<file path="src/bcos_pkg.sv">
`default_nettype none

package bcos_pkg;

    // Datapath widths (sized for up to 16 agents)
    localparam int VAL_W   = 16;   // Q4.12 opinion
    localparam int SUM_W   = 20;   // sum of up to 14 influences
    localparam int MA_W    = 21;   // multiplier operand A
    localparam int MB_W    = 17;   // multiplier operand B
    localparam int PROD_W  = MA_W + MB_W;
    localparam int ACC_W   = 56;
    localparam int SPLIT   = 19;   // low slice of acc for the two-pass multiply
    localparam int FIN_W   = 26;   // old value plus increment, before clamping
    localparam int CFG_IDX_W = 3;
    localparam int CFG_DAT_W = 16;

    localparam logic signed [VAL_W-1:0] UNIT_ONE = 16'sd4096;

    // Configuration register indexes
    typedef logic [CFG_IDX_W-1:0] t_cfg_idx;
    localparam t_cfg_idx CFG_PLAYER_GAIN  = 3'd0;
    localparam t_cfg_idx CFG_PLAYER_RANGE = 3'd1;
    localparam t_cfg_idx CFG_AGENT_GAIN   = 3'd2;
    localparam t_cfg_idx CFG_AGENT_RANGE  = 3'd3;
    localparam t_cfg_idx CFG_OPINION_MIN  = 3'd4;
    localparam t_cfg_idx CFG_OPINION_MAX  = 3'd5;
    localparam t_cfg_idx CFG_SHAPE        = 3'd6;

    // Control word fields
    typedef enum logic [1:0] {RA_ZERO, RA_I, RA_ONE, RA_JNEXT} t_ra;
    typedef enum logic [2:0] {MUL_NONE, MUL_SPEED, MUL_PG, MUL_AG, MUL_LO, MUL_HI} t_mul;
    typedef enum logic [1:0] {ACC_HOLD, ACC_LOAD, ACC_ADD, ACC_ADDHI} t_accop;
    typedef enum logic [1:0] {SUM_HOLD, SUM_CLR, SUM_ACC} t_sumop;
    typedef enum logic [1:0] {CNT_HOLD, CNT_ONE, CNT_INC} t_cntop;
    typedef enum logic [1:0] {EMIT_NONE, EMIT_PLAYER, EMIT_AGENT} t_emit;
    typedef enum logic [2:0] {JC_NEXT, JC_ALWAYS, JC_START, JC_JMORE, JC_IMORE} t_jc;

    localparam int PC_W = 4;
    typedef logic [PC_W-1:0] t_pc;

    typedef struct packed {
        t_ra     ra;
        logic    lat_op0;
        logic    lat_opi;
        t_mul    mul;
        t_accop  acc;
        t_sumop  sum;
        t_cntop  jop;
        t_cntop  iop;
        t_emit   emit;
        logic    fin;
        t_jc     jc;
        t_pc     target;
    } t_uword;

    // Program labels
    localparam t_pc PC_IDLE = 4'd0;
    localparam t_pc PC_RD0  = 4'd1;
    localparam t_pc PC_P0   = 4'd2;
    localparam t_pc PC_P1   = 4'd3;
    localparam t_pc PC_P2   = 4'd4;
    localparam t_pc PC_A0   = 4'd5;
    localparam t_pc PC_A1   = 4'd6;
    localparam t_pc PC_J    = 4'd7;
    localparam t_pc PC_A3   = 4'd8;
    localparam t_pc PC_A4   = 4'd9;
    localparam t_pc PC_A5   = 4'd10;
    localparam t_pc PC_A6   = 4'd11;
    localparam t_pc PC_A7   = 4'd12;
    localparam t_pc PC_A8   = 4'd13;
    localparam t_pc PC_FIN  = 4'd14;

    localparam t_uword UW_NOP = '{
        ra: RA_ZERO, lat_op0: 1'b0, lat_opi: 1'b0, mul: MUL_NONE, acc: ACC_HOLD,
        sum: SUM_HOLD, jop: CNT_HOLD, iop: CNT_HOLD, emit: EMIT_NONE, fin: 1'b0,
        jc: JC_NEXT, target: PC_IDLE
    };

    // Control store
    function automatic t_uword ucode(input t_pc pc);
        t_uword w;
        w = UW_NOP;
        unique case (pc)
            PC_IDLE: begin
                w.jc = JC_START;
                w.target = PC_RD0;
            end
            PC_RD0: w.ra = RA_ZERO;
            PC_P0: begin
                w.lat_op0 = 1'b1;
                w.mul = MUL_SPEED;
            end
            PC_P1: w.acc = ACC_LOAD;
            PC_P2: begin
                w.emit = EMIT_PLAYER;
                w.iop = CNT_ONE;
            end
            PC_A0: w.ra = RA_I;
            PC_A1: begin
                w.lat_opi = 1'b1;
                w.mul = MUL_PG;
                w.ra = RA_ONE;
                w.jop = CNT_ONE;
                w.sum = SUM_CLR;
            end
            PC_J: begin
                w.ra = RA_JNEXT;
                w.sum = SUM_ACC;
                w.jop = CNT_INC;
                w.jc = JC_JMORE;
                w.target = PC_J;
            end
            PC_A3: begin
                w.mul = MUL_AG;
                w.acc = ACC_LOAD;
            end
            PC_A4: w.acc = ACC_ADD;
            PC_A5: w.mul = MUL_LO;
            PC_A6: begin
                w.mul = MUL_HI;
                w.acc = ACC_LOAD;
            end
            PC_A7: w.acc = ACC_ADDHI;
            PC_A8: begin
                w.emit = EMIT_AGENT;
                w.iop = CNT_INC;
                w.jc = JC_IMORE;
                w.target = PC_A0;
            end
            PC_FIN: begin
                w.fin = 1'b1;
                w.jc = JC_ALWAYS;
                w.target = PC_IDLE;
            end
            default: begin
                w.jc = JC_ALWAYS;
                w.target = PC_IDLE;
            end
        endcase
        return w;
    endfunction

endpackage

`default_nettype wire

</file>
<file path="src/bcos_ram.sv">
`default_nettype none

module bcos_ram #(
    parameter int WIDTH = 16,
    parameter int DEPTH = 32
) (
    input  wire logic                     i_clk,
    input  wire logic                     i_we,
    input  wire logic [$clog2(DEPTH)-1:0] i_waddr,
    input  wire logic [WIDTH-1:0]         i_wdata,
    input  wire logic [$clog2(DEPTH)-1:0] i_raddr,
    output logic      [WIDTH-1:0]         o_rdata
);

    logic [WIDTH-1:0] r_mem [DEPTH];
    logic [WIDTH-1:0] r_rdata;

    always_ff @(posedge i_clk) begin
        if (i_we) begin
            r_mem[i_waddr] <= i_wdata;
        end
        r_rdata <= r_mem[i_raddr];
    end

    assign o_rdata = r_rdata;

endmodule

`default_nettype wire

</file>
<file path="src/bounded_confidence_opinion_step.sv">
// Bounded-confidence opinion step.
// Holds one Q4.12 opinion per agent; agent 0 is the player.
// Input stream (s_*): s_tuser selects the operation (0 load, 1 step).
//   Load writes one opinion and returns nothing; loads to an
//   index at or above NUM_AGENTS are dropped.
//   Step runs a microprogram over one shared 21x17 multiplier and the single
//   read port of the opinion memory. It emits NUM_AGENTS transactions on m_*
//   in index order, tlast on the final one.
// Step order: the player is updated first; for every other agent the
//   sequencer scans all other agents, one memory read each, then runs the
//   multiply/accumulate steps and emits, waiting while the output is held off.
// s_tready is high only while the sequencer is idle, so one item is worked
//   at a time. Results leave through a one-deep output register; when the
//   receiver stalls, the sequencer waits at its emit step and resumes when
//   the register frees up.
// Opinions live in a two-bank memory: a step reads the current bank and
//   writes the other, then swaps. Per-agent valid bits, cleared by reset,
//   make unwritten opinions read as zero, so no clearing pass is needed.
// Reset (synchronous, active low) returns configuration to defaults, clears
//   the opinions and idles the sequencer. Configuration writes take effect
//   at the edge where i_cfg_we is high and are meant for idle periods.
`default_nettype none

module bounded_confidence_opinion_step #(
    parameter int NUM_AGENTS = 8
) (
    input  wire logic                           i_clk,
    input  wire logic                           i_rst_n,
    // configuration write port
    input  wire logic                           i_cfg_we,
    input  wire logic [bcos_pkg::CFG_IDX_W-1:0] i_cfg_idx,
    input  wire logic [bcos_pkg::CFG_DAT_W-1:0] i_cfg_data,
    // input stream
    input  wire logic                           s_tvalid,
    output logic                                s_tready,
    // tdata, low bit up: agent_index[2:0], opinion_value[18:3],
    // player_speed[33:19], step_size[49:34], zero fill [55:50]
    input  wire logic [55:0]                    s_tdata,
    // tuser: operation
    input  wire logic                           s_tuser,
    // result stream
    output logic                                m_tvalid,
    input  wire logic                           m_tready,
    // tdata, low bit up: out_index[2:0], out_opinion[18:3], zero fill [23:19]
    output logic [23:0]                         m_tdata,
    output logic                                m_tlast
);

    localparam int IW    = $clog2(NUM_AGENTS);
    localparam int DEPTH = 2 << IW;
    localparam logic [IW-1:0] LAST_IDX = IW'(NUM_AGENTS - 1);
    localparam logic signed [bcos_pkg::ACC_W-1:0] RND16 = 56'sh8000;
    localparam logic signed [bcos_pkg::ACC_W-1:0] RND32 = 56'sh80000000;

    // Configuration registers
    logic [15:0]        r_pgain;
    logic [14:0]        r_prange;
    logic [15:0]        r_again;
    logic [14:0]        r_arange;
    logic signed [15:0] r_omin;
    logic signed [15:0] r_omax;
    logic [1:0]         r_shape;

    // Sequencer and datapath state
    bcos_pkg::t_pc      r_pc;
    bcos_pkg::t_pc      n_pc;
    bcos_pkg::t_uword   w_uw;
    logic [IW-1:0]      r_i;
    logic [IW-1:0]      r_j;
    logic               r_bank;
    logic [(1<<IW)-1:0] r_valid;
    logic               r_rd_vld;
    logic signed [15:0] r_op0;
    logic signed [15:0] r_opi;
    logic [15:0]        r_step;
    logic signed [14:0] r_speed;
    logic signed [bcos_pkg::SUM_W-1:0]  r_sum;
    logic signed [bcos_pkg::PROD_W-1:0] r_prod;
    logic signed [bcos_pkg::ACC_W-1:0]  r_acc;

    // Output register
    logic               r_out_valid;
    logic [2:0]         r_out_idx;
    logic [15:0]        r_out_op;
    logic               r_out_last;

    logic               w_accept;
    logic               w_start;
    logic               w_load_ok;
    logic [4:0]         w_ld_idx5;
    logic [IW-1:0]      w_ld_idx;
    logic               w_stall;
    logic               w_adv;
    logic [IW-1:0]      w_ridx;
    logic [IW:0]        w_raddr;
    logic [15:0]        w_ram_q;
    logic signed [15:0] w_rd;
    logic signed [15:0] w_ip;
    logic signed [15:0] w_ia;
    logic signed [bcos_pkg::MA_W-1:0]   w_ma;
    logic signed [bcos_pkg::MB_W-1:0]   w_mb;
    logic signed [bcos_pkg::PROD_W-1:0] w_prod;
    logic signed [bcos_pkg::ACC_W-1:0]  w_prod_x;
    logic signed [bcos_pkg::ACC_W-1:0]  w_prod_hi;
    logic signed [15:0] w_new;
    logic [IW-1:0]      w_eidx;
    logic [4:0]         w_eidx5;
    logic               w_we;
    logic [IW:0]        w_waddr;
    logic [15:0]        w_wdata;

    // |a-b| <= range gives a-b (bounded) or 1.0 (uniform), else zero
    function automatic logic signed [15:0] infl(
        input logic signed [15:0] a,
        input logic signed [15:0] b,
        input logic [14:0]        range,
        input logic               uni
    );
        logic signed [16:0] d;
        logic [16:0]        mag;
        d   = {a[15], a} - {b[15], b};
        mag = d[16] ? 17'(-d) : 17'(d);
        if (mag <= {2'b00, range}) begin
            return uni ? bcos_pkg::UNIT_ONE : signed'(d[15:0]);
        end
        return '0;
    endfunction

    assign w_uw     = bcos_pkg::ucode(r_pc);
    assign s_tready = (r_pc == bcos_pkg::PC_IDLE);
    assign w_accept = s_tvalid & s_tready;
    assign w_start  = w_accept & s_tuser;

    assign w_ld_idx5 = {2'b00, s_tdata[2:0]};
    assign w_ld_idx  = w_ld_idx5[IW-1:0];
    assign w_load_ok = w_accept & ~s_tuser & (w_ld_idx5 < 5'(NUM_AGENTS));

    // Emit steps wait while the output register is full and not draining
    assign w_stall = (w_uw.emit != bcos_pkg::EMIT_NONE) & r_out_valid & ~m_tready;
    assign w_adv   = ~w_stall;

    // Memory read side
    always_comb begin
        unique case (w_uw.ra)
            bcos_pkg::RA_ZERO:  w_ridx = '0;
            bcos_pkg::RA_I:     w_ridx = r_i;
            bcos_pkg::RA_ONE:   w_ridx = IW'(1);
            bcos_pkg::RA_JNEXT: w_ridx = r_j + IW'(1);
            default:            w_ridx = '0;
        endcase
    end

    assign w_raddr = {r_bank, w_ridx};
    assign w_rd    = r_rd_vld ? signed'(w_ram_q) : '0;

    assign w_ip = infl(r_op0, w_rd, r_prange, r_shape[0]);
    assign w_ia = infl(w_rd, r_opi, r_arange, r_shape[1]);

    // Shared multiplier
    always_comb begin
        unique case (w_uw.mul)
            bcos_pkg::MUL_SPEED: begin
                w_ma = {{6{r_speed[14]}}, r_speed};
                w_mb = {1'b0, r_step};
            end
            bcos_pkg::MUL_PG: begin
                w_ma = {5'b0, r_pgain};
                w_mb = {w_ip[15], w_ip};
            end
            bcos_pkg::MUL_AG: begin
                w_ma = {r_sum[bcos_pkg::SUM_W-1], r_sum};
                w_mb = {1'b0, r_again};
            end
            bcos_pkg::MUL_LO: begin
                w_ma = {2'b00, r_acc[bcos_pkg::SPLIT-1:0]};
                w_mb = {1'b0, r_step};
            end
            bcos_pkg::MUL_HI: begin
                w_ma = {{3{r_acc[36]}}, r_acc[36:bcos_pkg::SPLIT]};
                w_mb = {1'b0, r_step};
            end
            default: begin
                w_ma = '0;
                w_mb = '0;
            end
        endcase
    end

    assign w_prod    = w_ma * w_mb;
    assign w_prod_x  = {{(bcos_pkg::ACC_W - bcos_pkg::PROD_W){r_prod[bcos_pkg::PROD_W-1]}},
                        r_prod};
    assign w_prod_hi = w_prod_x <<< bcos_pkg::SPLIT;

    // Round, add to the old opinion, clamp high then low
    always_comb begin
        logic signed [bcos_pkg::ACC_W-1:0] rnd;
        logic signed [bcos_pkg::ACC_W-1:0] sh;
        logic signed [bcos_pkg::FIN_W-1:0] v;
        logic signed [bcos_pkg::FIN_W-1:0] lo;
        logic signed [bcos_pkg::FIN_W-1:0] hi;
        logic signed [15:0]                base;
        logic                              ply;
        ply  = (w_uw.emit == bcos_pkg::EMIT_PLAYER);
        rnd  = r_acc + (ply ? RND16 : RND32);
        sh   = ply ? (rnd >>> 16) : (rnd >>> 32);
        base = ply ? r_op0 : r_opi;
        v    = {{10{base[15]}}, base} + signed'(sh[bcos_pkg::FIN_W-1:0]);
        hi   = {{10{r_omax[15]}}, r_omax};
        lo   = {{10{r_omin[15]}}, r_omin};
        if (v > hi) begin
            v = hi;
        end
        if (v < lo) begin
            v = lo;
        end
        w_new = v[15:0];
    end

    assign w_eidx  = (w_uw.emit == bcos_pkg::EMIT_AGENT) ? r_i : '0;
    assign w_eidx5 = 5'(w_eidx);

    // Memory write side: loads go to the live bank, step results to the other
    always_comb begin
        priority if (w_load_ok) begin
            w_we    = 1'b1;
            w_waddr = {r_bank, w_ld_idx};
            w_wdata = s_tdata[18:3];
        end else begin
            w_we    = (w_uw.emit != bcos_pkg::EMIT_NONE) & w_adv;
            w_waddr = {~r_bank, w_eidx};
            w_wdata = w_new;
        end
    end

    bcos_ram #(
        .WIDTH (16),
        .DEPTH (DEPTH)
    ) u_ram (
        .i_clk   (i_clk),
        .i_we    (w_we),
        .i_waddr (w_waddr),
        .i_wdata (w_wdata),
        .i_raddr (w_raddr),
        .o_rdata (w_ram_q)
    );

    // Next step address
    always_comb begin
        n_pc = r_pc;
        if (w_adv) begin
            unique case (w_uw.jc)
                bcos_pkg::JC_NEXT:   n_pc = r_pc + 4'd1;
                bcos_pkg::JC_ALWAYS: n_pc = w_uw.target;
                bcos_pkg::JC_START:  n_pc = w_start ? w_uw.target : r_pc;
                bcos_pkg::JC_JMORE:  n_pc = (r_j != LAST_IDX) ? w_uw.target : r_pc + 4'd1;
                bcos_pkg::JC_IMORE:  n_pc = (r_i != LAST_IDX) ? w_uw.target : r_pc + 4'd1;
                default:             n_pc = bcos_pkg::PC_IDLE;
            endcase
        end
    end

    // Control state
    always_ff @(posedge i_clk) begin
        if (!i_rst_n) begin
            r_pc        <= bcos_pkg::PC_IDLE;
            r_bank      <= 1'b0;
            r_valid     <= '0;
            r_out_valid <= 1'b0;
            r_pgain     <= 16'd32768;
            r_prange    <= 15'd2048;
            r_again     <= 16'd3277;
            r_arange    <= 15'd0;
            r_omin      <= 16'sd0;
            r_omax      <= 16'sd16384;
            r_shape     <= 2'd0;
        end else begin
            r_pc <= n_pc;
            if (w_load_ok) begin
                r_valid[w_ld_idx] <= 1'b1;
            end
            if (w_adv && w_uw.fin) begin
                r_bank  <= ~r_bank;
                r_valid <= '1;
            end
            if (w_adv && (w_uw.emit != bcos_pkg::EMIT_NONE)) begin
                r_out_valid <= 1'b1;
            end else if (m_tready) begin
                r_out_valid <= 1'b0;
            end
            if (i_cfg_we) begin
                unique case (i_cfg_idx)
                    bcos_pkg::CFG_PLAYER_GAIN:  r_pgain  <= i_cfg_data;
                    bcos_pkg::CFG_PLAYER_RANGE: r_prange <= i_cfg_data[14:0];
                    bcos_pkg::CFG_AGENT_GAIN:   r_again  <= i_cfg_data;
                    bcos_pkg::CFG_AGENT_RANGE:  r_arange <= i_cfg_data[14:0];
                    bcos_pkg::CFG_OPINION_MIN:  r_omin   <= signed'(i_cfg_data);
                    bcos_pkg::CFG_OPINION_MAX:  r_omax   <= signed'(i_cfg_data);
                    bcos_pkg::CFG_SHAPE:        r_shape  <= i_cfg_data[1:0];
                    default: ;
                endcase
            end
        end
    end

    // Datapath registers
    always_ff @(posedge i_clk) begin
        r_rd_vld <= r_valid[w_ridx];
        if (w_start) begin
            r_speed <= signed'(s_tdata[33:19]);
            r_step  <= s_tdata[49:34];
        end
        if (w_adv) begin
            if (w_uw.lat_op0) begin
                r_op0 <= w_rd;
            end
            if (w_uw.lat_opi) begin
                r_opi <= w_rd;
            end
            if (w_uw.mul != bcos_pkg::MUL_NONE) begin
                r_prod <= w_prod;
            end
            unique case (w_uw.acc)
                bcos_pkg::ACC_LOAD:  r_acc <= w_prod_x;
                bcos_pkg::ACC_ADD:   r_acc <= r_acc + w_prod_x;
                bcos_pkg::ACC_ADDHI: r_acc <= r_acc + w_prod_hi;
                default: ;
            endcase
            unique case (w_uw.sum)
                bcos_pkg::SUM_CLR: r_sum <= '0;
                bcos_pkg::SUM_ACC: begin
                    if (r_j != r_i) begin
                        r_sum <= r_sum + {{4{w_ia[15]}}, w_ia};
                    end
                end
                default: ;
            endcase
            unique case (w_uw.jop)
                bcos_pkg::CNT_ONE: r_j <= IW'(1);
                bcos_pkg::CNT_INC: r_j <= r_j + IW'(1);
                default: ;
            endcase
            unique case (w_uw.iop)
                bcos_pkg::CNT_ONE: r_i <= IW'(1);
                bcos_pkg::CNT_INC: r_i <= r_i + IW'(1);
                default: ;
            endcase
            if (w_uw.emit != bcos_pkg::EMIT_NONE) begin
                r_out_idx  <= w_eidx5[2:0];
                r_out_op   <= w_new;
                r_out_last <= (w_eidx == LAST_IDX);
            end
        end
    end

    assign m_tvalid = r_out_valid;
    assign m_tdata  = {5'b0, r_out_op, r_out_idx};
    assign m_tlast  = r_out_last;

endmodule

`default_nettype wire

</file>
<file path="config.mk">
export PLATFORM = sky130hd
export DESIGN_NAME = bounded_confidence_opinion_step
export DESIGN_NICKNAME = d
export VERILOG_FILES = /design/src/bcos_pkg.sv /design/src/bcos_ram.sv /design/src/bounded_confidence_opinion_step.sv
export SDC_FILE = /design/constraint.sdc
export NUM_CORES = 2
export LEC_CHECK = 0
export BUFFER_PORTS_ARGS = -buffer_cell sky130_fd_sc_hd__buf_2
export CORE_MARGIN = 1.5
export CORE_UTILIZATION = 30
export DETAILED_ROUTE_END_ITERATION = 8
export PLACE_DENSITY = 0.44
export SLEW_MARGIN = 10
export SYNTH_ARGS = -nofsm -noshare
export SYNTH_HDL_FRONTEND = slang
export SYNTH_SLANG_ARGS = --single-unit
export TNS_END_PERCENT = 1
</file>
<file path="constraint.sdc">
create_clock -name i_clk -period 15 [get_ports i_clk]
set_input_delay 1.5 -clock i_clk [delete_from_list [all_inputs] [get_ports i_clk]]
set_output_delay 1.5 -clock i_clk [all_outputs]
set_load 0.03 [all_outputs]
</file>
==> impl_metrics.toml <==
[synth]
syn_inst = 5071
yosys-top-cells-area = "edfxtp_1 28%, fa_1 14%, ha_1 9.3%, dfxtp_1 5.2%, nand2_1 4.7%"
synth.most_common_cell = "nand2_1"
seq_area_frac_synth = 0.333
synthFlopType = "edfxtp_1"
ys_ff_latch = 586
ys_types = 89
synthXorXnorAreaFrac = 0.0408
synth_mux_area_frac = 0.0359
synth_compound_area_frac = 0.151
syn_area_per_cell_um2 = 9.65
yosys.area.top_type_share = 0.282
synthArstFlopShare = 0
synth_adder_area_share = 0.236
ys.warnings.count = 0
synth_edf_count = 459
synth-simple-area-share = 0.143
syn-cell-area_um2 = 49000
yosys.area.top_type = "edfxtp_1"
synth_top_family_by_area = "adder cells"
synth_common_cells = "611 x nand2_1, 557 x inv_1, 459 x edfxtp_1"

[min_path]
min_path_cells = 2
hold_path.startpoint = "r_omax[5]"
min_delay_worst_endpoint = "r_omax[5]"
hold_class = "reg2reg"

[sta]
hold_ws_ns = 0.465
period_needed_ns = 13.47
slew_headroom = 0.209
max_freq_mhz = 74.2
setup_viol = 0
rsz0062_at_grt = "no"
hold_viol = 0
period_share = 0.898
report.final.slew_viol_count = 0
setup_tns_ns = 0
skew_ns = 0.0660
worst_pin_slew_ns = 1.19

[global_routing]
grt_pass1_vias = 37000
track_usage = 0.199
grt_pass1_wl_um = 244000
overflow = 0
grt_max_degree = 89
antenna_found_initial = 6

[clock_tree]
clockRootBuffer = "clkbuf_16"
postCtsSetupRepairBufs = 0
post_cts_resized = 0
cts_tree = "yes"
clock-sinks = 586
cts_hold_buf = 0
insertion_delay_ns = 0.71
htree_levels = 3
cts_buffers = 75
clk_path_buf_depth = 3
clkTransAtPathRegs_ns = 0.06

[detailed_routing]
avgRoutedWirePerCell_um = 22.4
initialDrtViolationCount = 2421
drcViolationCount = 0
drt-pass1-iter-count = 5
vias = 37300
routed_wl_um = 165000
ant_nets = 0
viasPerCell = 5.06

[cells_and_area]
area_growth_pct = 11.5
finalNetCount = 5912
multi_input_area_um2 = 30000
n_fill_cell = 16700
drive_above_1_share = 0.0794
area.sequential_um2 = 16300

[die]
ioPinCount = 108
core_area_um2 = 162000
initial_core_util = 0.301
die_w_um = 407
rows = 148
dieArea_um2 = 166000
die_h_um = 407

[critical_path]
r2r_end = "r_prod[35]"
rrSetupSlack_ns = 1.53
crit_type = "reg2reg"
critPathCaptureType = "register"
path_common_cell = "fa_1"
cp.arrival_ns = 13.89
path_max_fanout = 20
cp.required_ns = 15.42
slowest_delay_ns = 0.81
critPathLaunchType = "register"
ff2ff_path_depth = 40
rr_startpoint = "r_rd_vld"
critical-path-slowest-cell = "a31oi_1"

[place]
routabilityCongestion = 0.903
hpwl_um = 126000
io_buffer_count = 96

[outcome]
status = "finished clean"

[flow_run]
maxCapViolCount = 0

[power_and_ir_drop]
power_density_nw_per_um2 = 142
leakage_nw = 22.2
vdd_ir_drop_max_mv = 0.197
-- per-stage QoR --
stage / cell area (um2) / util / worst slack (ns) / instances / power (mW)
finish: 54600 / 0.336 / 1.53 / 7358 / 7.76
global route: 54600 / 0.336 / 0.295 / 7353 / 8.23
CTS: 54600 / 0.336 / 1.35 / 7353 / 7.86
detailed placement: 52100 / 0.321 / 1.44 / 7215 / 6.01
global placement: 52100 / 0.321 / 1.51 / 7215 / 5.99
floorplan: 49000 / - / 3.89 / 5075 / 4.80
-- cell families after synthesis --
kind of cell | Yosys count
buf+inv | 760
other cells | 1
simple gates | 1534
mux | 150
flops | 586
xor+xnor | 227
compound gates | 1099
fa+ha+maj | 714
-- where the power goes --
group	switching (mW)	internal (mW)	total, mW
sequential	0.0922	2.45	2.54
combinational	2.25	1.15	3.40
clock	0.796	1.02	1.82
-- state kept, by name (all words and copies together), names as in the netlist, 15 cells and up --
| register | cells |
|---|---|
| r_speed | 15 |
| r_opi | 16 |
| r_arange | 15 |
| r_out_op | 16 |
| r_prod | 38 |
| r_prange | 15 |
| r_op0 | 16 |
| u_ram.r_mem | 256 |
| r_omax | 16 |
| u_ram.o_rdata | 16 |
| r_sum | 20 |
| r_acc | 56 |
| r_again | 16 |
| r_pgain | 16 |
| r_step | 16 |
| r_omin | 16 |
-- placed cells by master (no fill, tap or decap), types with 20 or more instances in the layout --
| master | count |
|---|---|
| a211oi_1 | 90 |
| a21boi_0 | 98 |
| a21o_1 | 103 |
| a21oi_1 | 275 |
| a221o_1 | 25 |
| a221oi_1 | 39 |
| a22oi_1 | 25 |
| a31oi_1 | 25 |
| and2_1 | 36 |
| and3_1 | 36 |
| buf_2 | 95 |
| buf_4 | 71 |
| clkbuf_16 | 75 |
| dfxtp_1 | 127 |
| edfxtp_1 | 459 |
| fa_1 | 352 |
| ha_1 | 361 |
| inv_1 | 557 |
| mux2_2 | 42 |
| mux2i_1 | 88 |
| nand2_1 | 609 |
| nand2b_1 | 38 |
| nand3_1 | 85 |
| nand4_1 | 46 |
| nor2_1 | 381 |
| nor2b_1 | 112 |
| nor3_1 | 64 |
| o21a_1 | 41 |
| o21ai_0 | 176 |
| o21bai_1 | 20 |
| o31a_1 | 20 |
| xnor2_1 | 145 |
| xor2_1 | 81 |
-- per-layer routing --
layer | vias up | GRT usage | routed length [um]
li1 | 17800 | - | -
met1 | 18600 | 0.257 | 71400
met2 | 682 | 0.351 | 82800
met3 | 179 | 0.0207 | 6720
met4 | 0 | 0.0506 | 3910
met5 | - | 0 | 0
-- area by class of cell --
cell class / count / area share
Multi-Input combinational cell: 3729 / 0.549
Sequential cell: 586 / 0.299
Tap cell: 2175 / 0.0498
Inverter: 559 / 0.0384
Clock buffer: 92 / 0.0359
Timing Repair Buffer: 166 / 0.0185
Clock inverter: 46 / 0.00939
Antenna cell: 5 / 0.000229
-- critical path: cells and delay by family, from the launching register on --
kind | cells | cell delay [ns]
compound gates | 17 | 5.68
xor+xnor | 2 | 0.31
fa+ha+maj | 9 | 4.37
buf+inv | 3 | 0.15
flops | 1 | 0.65
simple gates | 9 | 2.05
-- how the worst max path moves through the flow --
stage	startpoint	endpoint	slack, ns	depth (start not counted)
after floorplan	r_rd_vld	r_prod[35]	3.89	47
after detailed placement	r_rd_vld	r_prod[35]	1.44	40
final	r_rd_vld	r_prod[35]	1.53	40
after CTS	r_rd_vld	r_prod[35]	1.35	42
after global placement	r_rd_vld	r_prod[35]	1.51	42
after global routing	r_rd_vld	r_prod[35]	0.30	40
No activity file was read; power rests on OpenSTA's default activity.
